<file path="src/sv/grid_block_decomposition_3d_assert.svh">
// ----------------------------------------------------------------------------
// Assertion macros for the 3D grid block decomposition
// Shared implication forms, clocked and reset-gated.
// ----------------------------------------------------------------------------
`ifndef GRID_BLOCK_DECOMPOSITION_3D_ASSERT_SVH
`define GRID_BLOCK_DECOMPOSITION_3D_ASSERT_SVH

// same-cycle implication
`define GBD_ASSERT_IMPL(lbl, clk_s, rstn_s, ante, cons) \
	lbl: assert property (@(posedge clk_s) disable iff (!rstn_s) (ante) |-> (cons)) \
		else $error("gbd assertion failed (same cycle)");

// next-cycle implication
`define GBD_ASSERT_NEXT(lbl, clk_s, rstn_s, ante, cons) \
	lbl: assert property (@(posedge clk_s) disable iff (!rstn_s) (ante) |=> (cons)) \
		else $error("gbd assertion failed (next cycle)");

`endif

</file>
<file path="src/sv/gbd_pkg.sv">
// ----------------------------------------------------------------------------
// gbd_pkg
// Widths, register codes and reciprocal table for the grid block decomposition.
// ----------------------------------------------------------------------------
package gbd_pkg;

	localparam int RANK_W   = 12;
	localparam int DENS_W   = 4;
	localparam int NODES_W  = 5;
	localparam int POINTS_W = 11;
	localparam int OUT_W    = 14;
	localparam int COORD_W  = 4;

	localparam int MAX_NODES_PER_AXIS  = 16;
	localparam int MAX_POINTS_PER_AXIS = 1024;
	localparam int MAX_DENSITY         = 8;

	// reciprocal divide: q = (n * ceil(2^16 / p)) >> 16, exact for n < 4096, p <= 16
	localparam int RECIP_SHIFT = 16;
	localparam int RECIP_W     = 17;
	localparam int PROD_W      = RANK_W + RECIP_W;

	localparam int NSTAGE  = 9;
	localparam int NAXIS   = 3;
	localparam int AX_X    = 0;
	localparam int AX_Y    = 1;
	localparam int AX_Z    = 2;

	localparam logic [OUT_W-1:0] OUT_MAX = {OUT_W{1'b1}};

	localparam int CFG_IDX_W  = 3;
	localparam int CFG_DATA_W = POINTS_W;
	localparam logic [CFG_IDX_W-1:0] CFG_NODES_X  = 3'd0;
	localparam logic [CFG_IDX_W-1:0] CFG_NODES_Y  = 3'd1;
	localparam logic [CFG_IDX_W-1:0] CFG_NODES_Z  = 3'd2;
	localparam logic [CFG_IDX_W-1:0] CFG_POINTS_X = 3'd3;
	localparam logic [CFG_IDX_W-1:0] CFG_POINTS_Y = 3'd4;
	localparam logic [CFG_IDX_W-1:0] CFG_POINTS_Z = 3'd5;

	typedef struct packed {
		logic [NSTAGE-1:0] load;
		logic [NSTAGE-1:0] valid;
	} gbd_ctl_t;

	function automatic logic [NODES_W-1:0] eff_nodes(input logic [NODES_W-1:0] n);
		logic [NODES_W-1:0] r;
		if (n == '0) begin
			r = NODES_W'(1);
		end else if (n > NODES_W'(MAX_NODES_PER_AXIS)) begin
			r = NODES_W'(MAX_NODES_PER_AXIS);
		end else begin
			r = n;
		end
		return r;
	endfunction

	function automatic logic [POINTS_W-1:0] eff_points(input logic [POINTS_W-1:0] n);
		logic [POINTS_W-1:0] r;
		if (n > POINTS_W'(MAX_POINTS_PER_AXIS)) begin
			r = POINTS_W'(MAX_POINTS_PER_AXIS);
		end else begin
			r = n;
		end
		return r;
	endfunction

	// ceil(2^16 / p) for p in 1..16
	function automatic logic [RECIP_W-1:0] recip(input logic [NODES_W-1:0] p);
		logic [RECIP_W-1:0] m;
		case (p)
			5'd1:    m = 17'd65536;
			5'd2:    m = 17'd32768;
			5'd3:    m = 17'd21846;
			5'd4:    m = 17'd16384;
			5'd5:    m = 17'd13108;
			5'd6:    m = 17'd10923;
			5'd7:    m = 17'd9363;
			5'd8:    m = 17'd8192;
			5'd9:    m = 17'd7282;
			5'd10:   m = 17'd6554;
			5'd11:   m = 17'd5958;
			5'd12:   m = 17'd5462;
			5'd13:   m = 17'd5042;
			5'd14:   m = 17'd4682;
			5'd15:   m = 17'd4370;
			5'd16:   m = 17'd4096;
			default: m = 17'd65536;
		endcase
		return m;
	endfunction

endpackage

</file>
<file path="src/sv/gbd_div.sv">
// ----------------------------------------------------------------------------
// gbd_div
// Two-stage divide of a 12-bit word by a node count of 1..16 via reciprocal.
// ----------------------------------------------------------------------------
module gbd_div (
	input  logic                          clk,
	input  logic [1:0]                    load,
	input  logic [gbd_pkg::RANK_W-1:0]    num,
	input  logic [gbd_pkg::NODES_W-1:0]   den,
	output logic [gbd_pkg::RANK_W-1:0]    quo,
	output logic [gbd_pkg::COORD_W-1:0]   rem
);

	logic [gbd_pkg::PROD_W-1:0] prod_s1;
	logic [gbd_pkg::RANK_W-1:0] num_s1;
	logic [gbd_pkg::RANK_W-1:0] quo_c;
	logic [gbd_pkg::RANK_W-1:0] back_c;
	logic [gbd_pkg::RANK_W-1:0] rem_c;
	logic [gbd_pkg::RANK_W-1:0] quo_s2;
	logic [gbd_pkg::COORD_W-1:0] rem_s2;

	always_ff @(posedge clk) begin
		if (load[0]) begin
			prod_s1 <= gbd_pkg::PROD_W'(num) * gbd_pkg::PROD_W'(gbd_pkg::recip(den));
			num_s1  <= num;
		end
	end

	// quotient never exceeds the dividend, so the back product fits 12 bits
	always_comb begin
		quo_c  = prod_s1[gbd_pkg::RECIP_SHIFT +: gbd_pkg::RANK_W];
		back_c = quo_c * gbd_pkg::RANK_W'(den);
		rem_c  = num_s1 - back_c;
	end

	always_ff @(posedge clk) begin
		if (load[1]) begin
			quo_s2 <= quo_c;
			rem_s2 <= rem_c[gbd_pkg::COORD_W-1:0];
		end
	end

	assign quo = quo_s2;
	assign rem = rem_s2;

endmodule

</file>
<file path="src/sv/gbd_pipe_ctl.sv">
// ----------------------------------------------------------------------------
// gbd_pipe_ctl
// Valid bits and per-stage load enables; bubbles collapse under stall.
// ----------------------------------------------------------------------------
module gbd_pipe_ctl (
	input  logic              clk,
	input  logic              arst_n,
	input  logic              item_valid,
	input  logic              result_stall,
	output gbd_pkg::gbd_ctl_t ctl
);

	logic [gbd_pkg::NSTAGE-1:0] valid_q;
	logic [gbd_pkg::NSTAGE-1:0] ready;

	// a stage may load when it is empty or its word moves on
	always_comb begin
		ready[gbd_pkg::NSTAGE-1] = !valid_q[gbd_pkg::NSTAGE-1] || !result_stall;
		for (int k = gbd_pkg::NSTAGE - 2; k >= 0; k--) begin
			ready[k] = !valid_q[k] || ready[k+1];
		end
	end

	always_ff @(posedge clk or negedge arst_n) begin
		if (!arst_n) begin
			valid_q <= '0;
		end else begin
			if (ready[0]) begin
				valid_q[0] <= item_valid;
			end
			for (int k = 1; k < gbd_pkg::NSTAGE; k++) begin
				if (ready[k]) begin
					valid_q[k] <= valid_q[k-1];
				end
			end
		end
	end

	assign ctl.load  = ready;
	assign ctl.valid = valid_q;

endmodule

</file>
<file path="src/sv/grid_block_decomposition_3d.sv">
// ----------------------------------------------------------------------------
// grid_block_decomposition_3d
// Nine register stages, s1 to s9; result_valid is the valid bit of stage s9.
// Stalls hold only full stages.
// Throughput: one word per cycle while result_stall does not back up to s1; the
// three chained reciprocal divides and the offset multiply each take their own stages.
// Reset clears config registers to 1 and empties the pipeline; no clearing pass.
// ----------------------------------------------------------------------------
`include "grid_block_decomposition_3d_assert.svh"

module grid_block_decomposition_3d (
	input  logic                               clk,
	input  logic                               arst_n,
	// config write port
	input  logic                               cfg_valid,
	output logic                               cfg_ready,
	input  logic [gbd_pkg::CFG_IDX_W-1:0]      cfg_index,
	input  logic [gbd_pkg::CFG_DATA_W-1:0]     cfg_data,
	// item channel
	input  logic                               item_valid,
	output logic                               item_stall,
	input  logic [gbd_pkg::RANK_W-1:0]         rank,
	input  logic [gbd_pkg::DENS_W-1:0]         density,
	// result channel
	output logic                               result_valid,
	input  logic                               result_stall,
	output logic [gbd_pkg::RANK_W-1:0]         north_rank,
	output logic [gbd_pkg::RANK_W-1:0]         south_rank,
	output logic [gbd_pkg::RANK_W-1:0]         east_rank,
	output logic [gbd_pkg::RANK_W-1:0]         west_rank,
	output logic [gbd_pkg::RANK_W-1:0]         up_rank,
	output logic [gbd_pkg::RANK_W-1:0]         down_rank,
	output logic [gbd_pkg::OUT_W-1:0]          size_x,
	output logic [gbd_pkg::OUT_W-1:0]          size_y,
	output logic [gbd_pkg::OUT_W-1:0]          size_z,
	output logic [gbd_pkg::OUT_W-1:0]          offset_x,
	output logic [gbd_pkg::OUT_W-1:0]          offset_y,
	output logic [gbd_pkg::OUT_W-1:0]          offset_z
);

	localparam int CQ_W  = gbd_pkg::RANK_W + gbd_pkg::POINTS_W;   // coord * quotient
	localparam int PRE_W = CQ_W + 1;
	localparam int SAT_W = PRE_W + gbd_pkg::DENS_W;
	localparam int SZ_W  = gbd_pkg::POINTS_W + gbd_pkg::DENS_W;
	localparam int PYZ_W = 2 * gbd_pkg::NODES_W;

	// words carried along the early stages
	typedef struct packed {
		logic [gbd_pkg::DENS_W-1:0]                       d;
		logic [gbd_pkg::COORD_W-1:0]                      z;
		logic [gbd_pkg::NAXIS-1:0][gbd_pkg::POINTS_W-1:0] q;   // N / P per axis
		logic [gbd_pkg::NAXIS-1:0][gbd_pkg::COORD_W-1:0]  r;   // N % P per axis
	} gbd_carry_t;

	// saturate to the 14-bit result range
	function automatic logic [gbd_pkg::OUT_W-1:0] sat14(input logic [SAT_W-1:0] v);
		logic [gbd_pkg::OUT_W-1:0] r;
		if (v > SAT_W'(gbd_pkg::OUT_MAX)) begin
			r = gbd_pkg::OUT_MAX;
		end else begin
			r = v[gbd_pkg::OUT_W-1:0];
		end
		return r;
	endfunction

	// torus step up/down on a coordinate already below p
	function automatic logic [gbd_pkg::COORD_W-1:0] wrap_up(
		input logic [gbd_pkg::COORD_W-1:0] c,
		input logic [gbd_pkg::NODES_W-1:0] p
	);
		logic [gbd_pkg::NODES_W-1:0] n;
		n = gbd_pkg::NODES_W'(c) + gbd_pkg::NODES_W'(1);
		return (n == p) ? '0 : n[gbd_pkg::COORD_W-1:0];
	endfunction

	function automatic logic [gbd_pkg::COORD_W-1:0] wrap_dn(
		input logic [gbd_pkg::COORD_W-1:0] c,
		input logic [gbd_pkg::NODES_W-1:0] p
	);
		logic [gbd_pkg::NODES_W-1:0] n;
		if (c == '0) begin
			n = p - gbd_pkg::NODES_W'(1);
		end else begin
			n = gbd_pkg::NODES_W'(c) - gbd_pkg::NODES_W'(1);
		end
		return n[gbd_pkg::COORD_W-1:0];
	endfunction

	// ------------------------------------------------------------------
	// configuration registers (always ready; the user must write them only while idle; not enforced here)
	// ------------------------------------------------------------------
	logic [gbd_pkg::NODES_W-1:0]  nodes_x_q, nodes_y_q, nodes_z_q;
	logic [gbd_pkg::POINTS_W-1:0] points_x_q, points_y_q, points_z_q;

	assign cfg_ready = 1'b1;

	always_ff @(posedge clk or negedge arst_n) begin
		if (!arst_n) begin
			nodes_x_q  <= gbd_pkg::NODES_W'(1);
			nodes_y_q  <= gbd_pkg::NODES_W'(1);
			nodes_z_q  <= gbd_pkg::NODES_W'(1);
			points_x_q <= gbd_pkg::POINTS_W'(1);
			points_y_q <= gbd_pkg::POINTS_W'(1);
			points_z_q <= gbd_pkg::POINTS_W'(1);
		end else if (cfg_valid && cfg_ready) begin
			case (cfg_index)
				gbd_pkg::CFG_NODES_X:  nodes_x_q  <= cfg_data[gbd_pkg::NODES_W-1:0];
				gbd_pkg::CFG_NODES_Y:  nodes_y_q  <= cfg_data[gbd_pkg::NODES_W-1:0];
				gbd_pkg::CFG_NODES_Z:  nodes_z_q  <= cfg_data[gbd_pkg::NODES_W-1:0];
				gbd_pkg::CFG_POINTS_X: points_x_q <= cfg_data;
				gbd_pkg::CFG_POINTS_Y: points_y_q <= cfg_data;
				gbd_pkg::CFG_POINTS_Z: points_z_q <= cfg_data;
				default: ;   // unknown index: dropped
			endcase
		end
	end

	// clamped counts; the user must keep them stable while any word is in flight (not enforced)
	logic [gbd_pkg::NODES_W-1:0]                       px, py, pz;
	logic [gbd_pkg::NAXIS-1:0][gbd_pkg::NODES_W-1:0]   pa;
	logic [gbd_pkg::NAXIS-1:0][gbd_pkg::POINTS_W-1:0]  na;
	logic [PYZ_W-1:0]                                  pyz;

	always_comb begin
		px = gbd_pkg::eff_nodes(nodes_x_q);
		py = gbd_pkg::eff_nodes(nodes_y_q);
		pz = gbd_pkg::eff_nodes(nodes_z_q);
		pa[gbd_pkg::AX_X] = px;
		pa[gbd_pkg::AX_Y] = py;
		pa[gbd_pkg::AX_Z] = pz;
		na[gbd_pkg::AX_X] = gbd_pkg::eff_points(points_x_q);
		na[gbd_pkg::AX_Y] = gbd_pkg::eff_points(points_y_q);
		na[gbd_pkg::AX_Z] = gbd_pkg::eff_points(points_z_q);
		pyz = PYZ_W'(py) * PYZ_W'(pz);
	end

	// ------------------------------------------------------------------
	// pipeline control
	// ------------------------------------------------------------------
	gbd_pkg::gbd_ctl_t ctl;

	gbd_pipe_ctl u_ctl (
		.clk          (clk),
		.arst_n       (arst_n),
		.item_valid   (item_valid),
		.result_stall (result_stall),
		.ctl          (ctl)
	);

	assign item_stall   = !ctl.load[0];
	assign result_valid = ctl.valid[gbd_pkg::NSTAGE-1];

	// ------------------------------------------------------------------
	// s1/s2: rank / pz -> t, z ; N / P per axis
	// ------------------------------------------------------------------
	logic [gbd_pkg::DENS_W-1:0] d_s1, d_s2;

	always_ff @(posedge clk) begin
		if (ctl.load[0]) begin
			d_s1 <= (density > gbd_pkg::DENS_W'(gbd_pkg::MAX_DENSITY))
				? gbd_pkg::DENS_W'(gbd_pkg::MAX_DENSITY) : density;
		end
		if (ctl.load[1]) begin
			d_s2 <= d_s1;
		end
	end

	logic [gbd_pkg::RANK_W-1:0]                       t_s2;
	logic [gbd_pkg::COORD_W-1:0]                      z_s2;
	logic [gbd_pkg::NAXIS-1:0][gbd_pkg::RANK_W-1:0]   nq_s2;
	logic [gbd_pkg::NAXIS-1:0][gbd_pkg::COORD_W-1:0]  nr_s2;

	gbd_div u_div_t (
		.clk  (clk),
		.load (ctl.load[1:0]),
		.num  (rank),
		.den  (pz),
		.quo  (t_s2),
		.rem  (z_s2)
	);

	for (genvar a = 0; a < gbd_pkg::NAXIS; a++) begin : g_axis_div
		gbd_div u_div_n (
			.clk  (clk),
			.load (ctl.load[1:0]),
			.num  (gbd_pkg::RANK_W'(na[a])),
			.den  (pa[a]),
			.quo  (nq_s2[a]),
			.rem  (nr_s2[a])
		);
	end

	// ------------------------------------------------------------------
	// s3/s4: t / py -> x (unreduced), y
	// ------------------------------------------------------------------
	gbd_carry_t cb_in, cb_s3, cb_s4, cb_s5;

	always_comb begin
		cb_in.d = d_s2;
		cb_in.z = z_s2;
		for (int a = 0; a < gbd_pkg::NAXIS; a++) begin
			cb_in.q[a] = nq_s2[a][gbd_pkg::POINTS_W-1:0];   // at most 1024
			cb_in.r[a] = nr_s2[a];
		end
	end

	always_ff @(posedge clk) begin
		if (ctl.load[2]) begin
			cb_s3 <= cb_in;
		end
		if (ctl.load[3]) begin
			cb_s4 <= cb_s3;
		end
	end

	logic [gbd_pkg::RANK_W-1:0]  x_s4;
	logic [gbd_pkg::COORD_W-1:0] y_s4;

	gbd_div u_div_y (
		.clk  (clk),
		.load (ctl.load[3:2]),
		.num  (t_s2),
		.den  (py),
		.quo  (x_s4),
		.rem  (y_s4)
	);

	// ------------------------------------------------------------------
	// s5: reduce x twice, neighbor coords on y and z, size terms
	// x % px for east/west runs in parallel over s5/s6
	// ------------------------------------------------------------------
	logic [gbd_pkg::RANK_W-1:0]                       x1_c, xr_c;
	logic [gbd_pkg::NAXIS-1:0][gbd_pkg::RANK_W-1:0]   c4_c;
	logic [gbd_pkg::NAXIS-1:0]                        inc_c;
	logic [gbd_pkg::NAXIS-1:0][gbd_pkg::COORD_W-1:0]  mn_c;

	always_comb begin
		x1_c = (x_s4 >= gbd_pkg::RANK_W'(px)) ? x_s4 - gbd_pkg::RANK_W'(px) : x_s4;
		xr_c = (x1_c >= gbd_pkg::RANK_W'(px)) ? x1_c - gbd_pkg::RANK_W'(px) : x1_c;
		c4_c[gbd_pkg::AX_X] = xr_c;
		c4_c[gbd_pkg::AX_Y] = gbd_pkg::RANK_W'(y_s4);
		c4_c[gbd_pkg::AX_Z] = gbd_pkg::RANK_W'(cb_s4.z);
		for (int a = 0; a < gbd_pkg::NAXIS; a++) begin
			inc_c[a] = c4_c[a] < gbd_pkg::RANK_W'(cb_s4.r[a]);
			mn_c[a]  = inc_c[a] ? c4_c[a][gbd_pkg::COORD_W-1:0] : cb_s4.r[a];
		end
	end

	logic [gbd_pkg::RANK_W-1:0]                       xr_s5;
	logic [gbd_pkg::COORD_W-1:0]                      y_s5, yn_s5, ys_s5, zu_s5, zd_s5;
	logic [gbd_pkg::NAXIS-1:0]                        inc_s5;
	logic [gbd_pkg::NAXIS-1:0][gbd_pkg::COORD_W-1:0]  mn_s5;

	always_ff @(posedge clk) begin
		if (ctl.load[4]) begin
			cb_s5  <= cb_s4;
			xr_s5  <= xr_c;
			y_s5   <= y_s4;
			yn_s5  <= wrap_up(y_s4, py);
			ys_s5  <= wrap_dn(y_s4, py);
			zu_s5  <= wrap_up(cb_s4.z, pz);
			zd_s5  <= wrap_dn(cb_s4.z, pz);
			inc_s5 <= inc_c;
			mn_s5  <= mn_c;
		end
	end

	logic [gbd_pkg::COORD_W-1:0] xm_s6;   // x mod px

	gbd_div u_div_x (
		.clk  (clk),
		.load (ctl.load[5:4]),
		.num  (x_s4),
		.den  (px),
		.quo  (),
		.rem  (xm_s6)
	);

	// ------------------------------------------------------------------
	// s6: sizes, coord*quotient, rank partial products (mod 4096)
	// ------------------------------------------------------------------
	logic [gbd_pkg::NAXIS-1:0][gbd_pkg::RANK_W-1:0]    c5_c;
	logic [gbd_pkg::NAXIS-1:0][gbd_pkg::POINTS_W-1:0]  qinc_c;
	logic [gbd_pkg::NAXIS-1:0][SZ_W-1:0]               szp_c;

	always_comb begin
		c5_c[gbd_pkg::AX_X] = xr_s5;
		c5_c[gbd_pkg::AX_Y] = gbd_pkg::RANK_W'(y_s5);
		c5_c[gbd_pkg::AX_Z] = gbd_pkg::RANK_W'(cb_s5.z);
		for (int a = 0; a < gbd_pkg::NAXIS; a++) begin
			qinc_c[a] = cb_s5.q[a] + gbd_pkg::POINTS_W'(inc_s5[a]);
			szp_c[a]  = SZ_W'(cb_s5.d) * SZ_W'(qinc_c[a]);
		end
	end

	logic [gbd_pkg::NAXIS-1:0][gbd_pkg::OUT_W-1:0]     size_s6, size_s7, size_s8, size_s9;
	logic [gbd_pkg::NAXIS-1:0][CQ_W-1:0]               cq_s6;
	logic [gbd_pkg::NAXIS-1:0][gbd_pkg::COORD_W-1:0]   mn_s6;
	logic [gbd_pkg::RANK_W-1:0]                        xrp_s6, yp_s6, ynp_s6, ysp_s6;
	logic [gbd_pkg::COORD_W-1:0]                       z_s6, zu_s6, zd_s6;
	logic [gbd_pkg::DENS_W-1:0]                        d_s6;

	always_ff @(posedge clk) begin
		if (ctl.load[5]) begin
			for (int a = 0; a < gbd_pkg::NAXIS; a++) begin
				size_s6[a] <= sat14(SAT_W'(szp_c[a]));
				cq_s6[a]   <= CQ_W'(c5_c[a]) * CQ_W'(cb_s5.q[a]);
			end
			mn_s6  <= mn_s5;
			xrp_s6 <= xr_s5 * gbd_pkg::RANK_W'(pyz);
			yp_s6  <= gbd_pkg::RANK_W'(y_s5) * gbd_pkg::RANK_W'(pz);
			ynp_s6 <= gbd_pkg::RANK_W'(yn_s5) * gbd_pkg::RANK_W'(pz);
			ysp_s6 <= gbd_pkg::RANK_W'(ys_s5) * gbd_pkg::RANK_W'(pz);
			z_s6   <= cb_s5.z;
			zu_s6  <= zu_s5;
			zd_s6  <= zd_s5;
			d_s6   <= cb_s5.d;
		end
	end

	// ------------------------------------------------------------------
	// s7: east/west x coords, offset pre-sum
	// ------------------------------------------------------------------
	logic [gbd_pkg::COORD_W-1:0]                xe_s7, xw_s7, z_s7, zu_s7, zd_s7;
	logic [gbd_pkg::NAXIS-1:0][PRE_W-1:0]       pre_s7;
	logic [gbd_pkg::RANK_W-1:0]                 xrp_s7, yp_s7, ynp_s7, ysp_s7;
	logic [gbd_pkg::DENS_W-1:0]                 d_s7;

	always_ff @(posedge clk) begin
		if (ctl.load[6]) begin
			xe_s7 <= wrap_up(xm_s6, px);
			xw_s7 <= wrap_dn(xm_s6, px);
			for (int a = 0; a < gbd_pkg::NAXIS; a++) begin
				pre_s7[a] <= PRE_W'(cq_s6[a]) + PRE_W'(mn_s6[a]);
			end
			size_s7 <= size_s6;
			xrp_s7  <= xrp_s6;
			yp_s7   <= yp_s6;
			ynp_s7  <= ynp_s6;
			ysp_s7  <= ysp_s6;
			z_s7    <= z_s6;
			zu_s7   <= zu_s6;
			zd_s7   <= zd_s6;
			d_s7    <= d_s6;
		end
	end

	// ------------------------------------------------------------------
	// s8: offsets, four ranks that keep x, east/west x products
	// ------------------------------------------------------------------
	logic [gbd_pkg::NAXIS-1:0][gbd_pkg::OUT_W-1:0]  off_s8, off_s9;
	logic [gbd_pkg::RANK_W-1:0]  xep_s8, xwp_s8, yp_s8;
	logic [gbd_pkg::RANK_W-1:0]  north_s8, south_s8, up_s8, down_s8;
	logic [gbd_pkg::COORD_W-1:0] z_s8;

	always_ff @(posedge clk) begin
		if (ctl.load[7]) begin
			for (int a = 0; a < gbd_pkg::NAXIS; a++) begin
				off_s8[a] <= sat14(SAT_W'(d_s7) * SAT_W'(pre_s7[a]));
			end
			xep_s8   <= gbd_pkg::RANK_W'(xe_s7) * gbd_pkg::RANK_W'(pyz);
			xwp_s8   <= gbd_pkg::RANK_W'(xw_s7) * gbd_pkg::RANK_W'(pyz);
			north_s8 <= xrp_s7 + ynp_s7 + gbd_pkg::RANK_W'(z_s7);
			south_s8 <= xrp_s7 + ysp_s7 + gbd_pkg::RANK_W'(z_s7);
			up_s8    <= xrp_s7 + yp_s7 + gbd_pkg::RANK_W'(zu_s7);
			down_s8  <= xrp_s7 + yp_s7 + gbd_pkg::RANK_W'(zd_s7);
			yp_s8    <= yp_s7;
			z_s8     <= z_s7;
			size_s8  <= size_s7;
		end
	end

	// ------------------------------------------------------------------
	// s9: output register
	// ------------------------------------------------------------------
	logic [gbd_pkg::RANK_W-1:0] north_s9, south_s9, east_s9, west_s9, up_s9, down_s9;

	always_ff @(posedge clk) begin
		if (ctl.load[8]) begin
			east_s9  <= xep_s8 + yp_s8 + gbd_pkg::RANK_W'(z_s8);
			west_s9  <= xwp_s8 + yp_s8 + gbd_pkg::RANK_W'(z_s8);
			north_s9 <= north_s8;
			south_s9 <= south_s8;
			up_s9    <= up_s8;
			down_s9  <= down_s8;
			size_s9  <= size_s8;
			off_s9   <= off_s8;
		end
	end

	assign north_rank = north_s9;
	assign south_rank = south_s9;
	assign east_rank  = east_s9;
	assign west_rank  = west_s9;
	assign up_rank    = up_s9;
	assign down_rank  = down_s9;
	assign size_x     = size_s9[gbd_pkg::AX_X];
	assign size_y     = size_s9[gbd_pkg::AX_Y];
	assign size_z     = size_s9[gbd_pkg::AX_Z];
	assign offset_x   = off_s9[gbd_pkg::AX_X];
	assign offset_y   = off_s9[gbd_pkg::AX_Y];
	assign offset_z   = off_s9[gbd_pkg::AX_Z];

	// ------------------------------------------------------------------
	// assertions
	// ------------------------------------------------------------------
	`GBD_ASSERT_IMPL(a_room_no_stall, clk, arst_n, !result_valid, !item_stall)
	`GBD_ASSERT_NEXT(a_accept_enters, clk, arst_n, item_valid && !item_stall, ctl.valid[0])
	`GBD_ASSERT_IMPL(a_z_below_pz, clk, arst_n, ctl.valid[1], gbd_pkg::NODES_W'(z_s2) < pz)
	`GBD_ASSERT_IMPL(a_y_below_py, clk, arst_n, ctl.valid[3], gbd_pkg::NODES_W'(y_s4) < py)
	`GBD_ASSERT_IMPL(a_xm_below_px, clk, arst_n, ctl.valid[5], gbd_pkg::NODES_W'(xm_s6) < px)

endmodule
</file>
<file path="config.mk">
export PLATFORM = sky130hd
export DESIGN_NAME = grid_block_decomposition_3d
export DESIGN_NICKNAME = d
export VERILOG_FILES = /design/src/sv/gbd_pkg.sv /design/src/sv/gbd_div.sv /design/src/sv/gbd_pipe_ctl.sv /design/src/sv/grid_block_decomposition_3d.sv
export VERILOG_INCLUDE_DIRS = /design/src /design/src/sv
export SDC_FILE = /design/constraint.sdc
export NUM_CORES = 2
export LEC_CHECK = 0
export ABC_AREA = 1
export BUFFER_PORTS_ARGS = -buffer_cell sky130_fd_sc_hd__buf_2
export CAP_MARGIN = 20
export CORE_ASPECT_RATIO = 2
export CORE_MARGIN = 2
export CORE_UTILIZATION = 60
export CTS_CLUSTER_SIZE = 14
export DETAILED_ROUTE_END_ITERATION = 10
export PLACE_DENSITY = 0.89
export SYNTH_ARGS = -nofsm -noshare
export SYNTH_HDL_FRONTEND = slang
export SYNTH_HIERARCHICAL = 1
export SYNTH_SLANG_ARGS = --single-unit
export TNS_END_PERCENT = 20
</file>
<file path="constraint.sdc">
create_clock -name clk -period 32.1 [get_ports clk]
set_input_delay 1.605 -clock clk [delete_from_list [all_inputs] [get_ports clk]]
set_output_delay 1.605 -clock clk [all_outputs]
set_load 0.1 [all_outputs]
</file>
==> tab_implementation.tex <==
\begin{tabular}{lr}
\hline
Metric & Value \\
\hline
\multicolumn{2}{l}{\textbf{Clocking}} \\
\quad CTS tree & built \\
\quad Number of resized instances in the post-cts repair step & 0 \\
\quad Clk Latency, worst-skew pair & 0.72 ns \\
\quad \# H-tree levels & 3 \\
\quad Setup bufs post-CTS & 0 \\
\quad Number of buffers created by CTS & 99 \\
\quad Root Driver & clkbuf\_16 \\
\quad Cts-stage hold buffer count & 0 \\
\quad Number of sinks handled by clock tree synthesis & 1073 \\
\quad Post-CTS clock slew at the launch and capture registers of the worst setup and hold paths & 0.08 ns \\
\quad Max Root-Sink Buffers & 3 \\
\multicolumn{2}{l}{\textbf{STA}} \\
\quad Fin. Hold Viols & 0 \\
\quad Maximum clock skew at final layout & 0.0724 ns \\
\quad Post-layout min period & 8.86 ns \\
\quad Final sum of negative setup slack & 0 ns \\
\quad Period utilisation layout & 27.6\% \\
\quad Final slew viol count & 0 \\
\quad Unrepaired setup endpoints after global routing & no \\
\quad Relative slew margins & 17.4\% \\
\quad Worst-case hold slack & 0.345 ns \\
\quad Count of final setup violators & 0 \\
\quad Slew at the pin closest to its max-slew limit & 1.24 ns \\
\quad Maximum clock rate & 0.113 GHz \\
\multicolumn{2}{l}{\textbf{Route}} \\
\quad DRT Pass-1 Iters & 6 \\
\quad Number of design rule violations left after detail routing & 0 \\
\quad DR iter-0 viols & 5940 \\
\quad Wire per inst & 18.5 um \\
\quad Per-cell via count in the routed design & 5.52 \\
\quad Count of antenna-violating nets left after detailed routing & 0 \\
\quad Total Routed Length & 254 mm \\
\quad Via count of the routed design & 75.9k \\
\multicolumn{2}{l}{\textbf{Yosys}} \\
\quad Area of the mapped netlist & 0.104 mm2 \\
\quad Count of warnings emitted by yosys & 6 \\
\quad Avg Synthesized Cell Area & 9.22 um2 \\
\quad Synthesized instance count & 11.3k \\
\multicolumn{2}{l}{\textbf{Global routing}} \\
\quad Congestion Overflow GR & 0 \\
\quad Largest net degree at the start of global routing & 88 \\
\quad Global-route wire length before repair & 411 mm \\
\quad Initial antenna violation count & 11 \\
\quad Gr usage total & 29.5\% \\
\quad Number of global-route vias before repair & 79.7k \\
\multicolumn{2}{l}{\textbf{Worst setup path}} \\
\quad Class of the most critical setup path & register to register \\
\quad Startpoint type of the worst setup path & register \\
\quad Data arrival time of the critical path & 9.36 ns \\
\quad CP most frequent cell & inv\_1 \\
\quad Buffers \& Inverters on Critical Path & 9 \\
\quad Worst Path Required & 32.60 ns \\
\quad Kind of end point of the critical path & register \\
\quad Delay of the slowest critical-path stage & 0.77 ns \\
\quad Crit Path Max Fanout & 31 \\
\quad Highest-delay cell along the critical path & nor2\_4 \\
\quad Family with the most delay on the worst path & adder cells \\
\multicolumn{2}{l}{\textbf{Run}} \\
\quad Max Cap Violations & 0 \\
\multicolumn{2}{l}{\textbf{Placement}} \\
\quad \# port buffers & 192 \\
\quad Estimated wirelength of the detail-placed design & 200 mm \\
\quad Final GP Congestion & 0.977 \\
\quad Number of cells after detailed placement & 13.6k \\
\multicolumn{2}{l}{\textbf{Cells and area}} \\
\quad \# nets final & 13.6k \\
\quad Fraction of final layout cells with drive strength greater than 1 & 5.37\% \\
\quad Post-layout util & 64.1\% \\
\quad Area grow syn2layout & 6.39\% \\
\quad Number of fillers in the final layout & 13.3k \\
\quad Final cell count without fillers & 13.8k \\
\multicolumn{2}{l}{\textbf{Die}} \\
\quad Site row count & 216 \\
\quad Initial Util & 60.2\% \\
\quad Number of top-level pins & 194 \\
\quad Core footprint & 0.172 mm2 \\
\quad Die boundary width & 298 um \\
\quad Die span in y & 592 um \\
\quad Die outline area & 0.177 mm2 \\
\multicolumn{2}{l}{\textbf{Hold path}} \\
\quad Min-Delay Path Class & register to register \\
\multicolumn{2}{l}{\textbf{Status}} \\
\quad Result of the run & complete, no violations \\
\hline
\end{tabular}
[placed cells by master (no fill, tap or decap), types with 25 or more instances in the layout]
cell type and n:
nand4_1 56, edfxtp_1 1016, xor2_1 292, nor2_1 940, xnor2_1 119, inv_2 29
o21ai_0 277, nand2_2 49, o21bai_1 30, ha_1 871, buf_4 66, fa_1 1286
dfrtp_1 51, clkbuf_16 100, a21oi_1 361, buf_2 192, nor2_4 27, clkinv_1 46
nand2_1 2449, nand3_1 257, a21o_1 25, nor3_1 60, inv_1 2514
[layout make-up]
type                       count  area [um2]  share of cell area (%)
inverter                    2590        9770                    8.84
timing repair buffer         258        1460                    1.32
multi-input combinational   7375       61300                    55.4
clock buffer                 122        2610                    2.36
clock inverter                46         599                   0.542
tap                         2289        2860                    2.59
antenna                        4        10.0                 0.00906
sequential                  1073       31900                    28.9
[path summary, 6_finish.rpt]
path | from | endpoint | slack [ns] | cells past startpoint
min reg2reg | cb_s4[52] | cb_s5[52] | 0.34 | 0
max reg2reg | nodes_z_q[4] | xrp_s6[11] | 23.24 | 35
max | nodes_z_q[4] | xrp_s6[11] | 23.24 | 35
min in group asynchronous | arst_n | points_y_q[4] | 1.10 | 2
max in group asynchronous | arst_n | u_ctl/valid_q[3] | 30.33 | 2
min | cb_s4[52] | cb_s5[52] | 0.34 | 0
[state kept, by name, summed over array words and instances (netlist names), 14 cells and up]
signal,cells
g_axis_div.u_div_n/quo,33
pre_s7,56
off_s8,42
offset_x,14
cb_s5,37
size_y,14
cb_s4,49
g_axis_div.u_div_n/prod_s1,33
size_s8,42
size_s6,42
size_z,14
offset_z,14
size_x,14
size_s7,42
cq_s6,53
cb_s3,53
offset_y,14
[layer usage]
metal,track usage (%),share of wire (%)
met5,0,0.018
met4,19.0,7.6
met3,4.94,7.8
met2,50.7,49
met1,34.2,36
[metrics by stage]
step | setup slack [ns] | area, um2
after floorplan | 20.77 | 104000
after global placement | 23.31 | 107000
after detailed placement | 23.34 | 107000
after CTS | 23.29 | 110000
after global routing | 22.71 | 110000
final | 23.24 | 111000
Power is not shown: default switching activity piles up to over one toggle a cycle in this logic, so the estimate is an artifact.
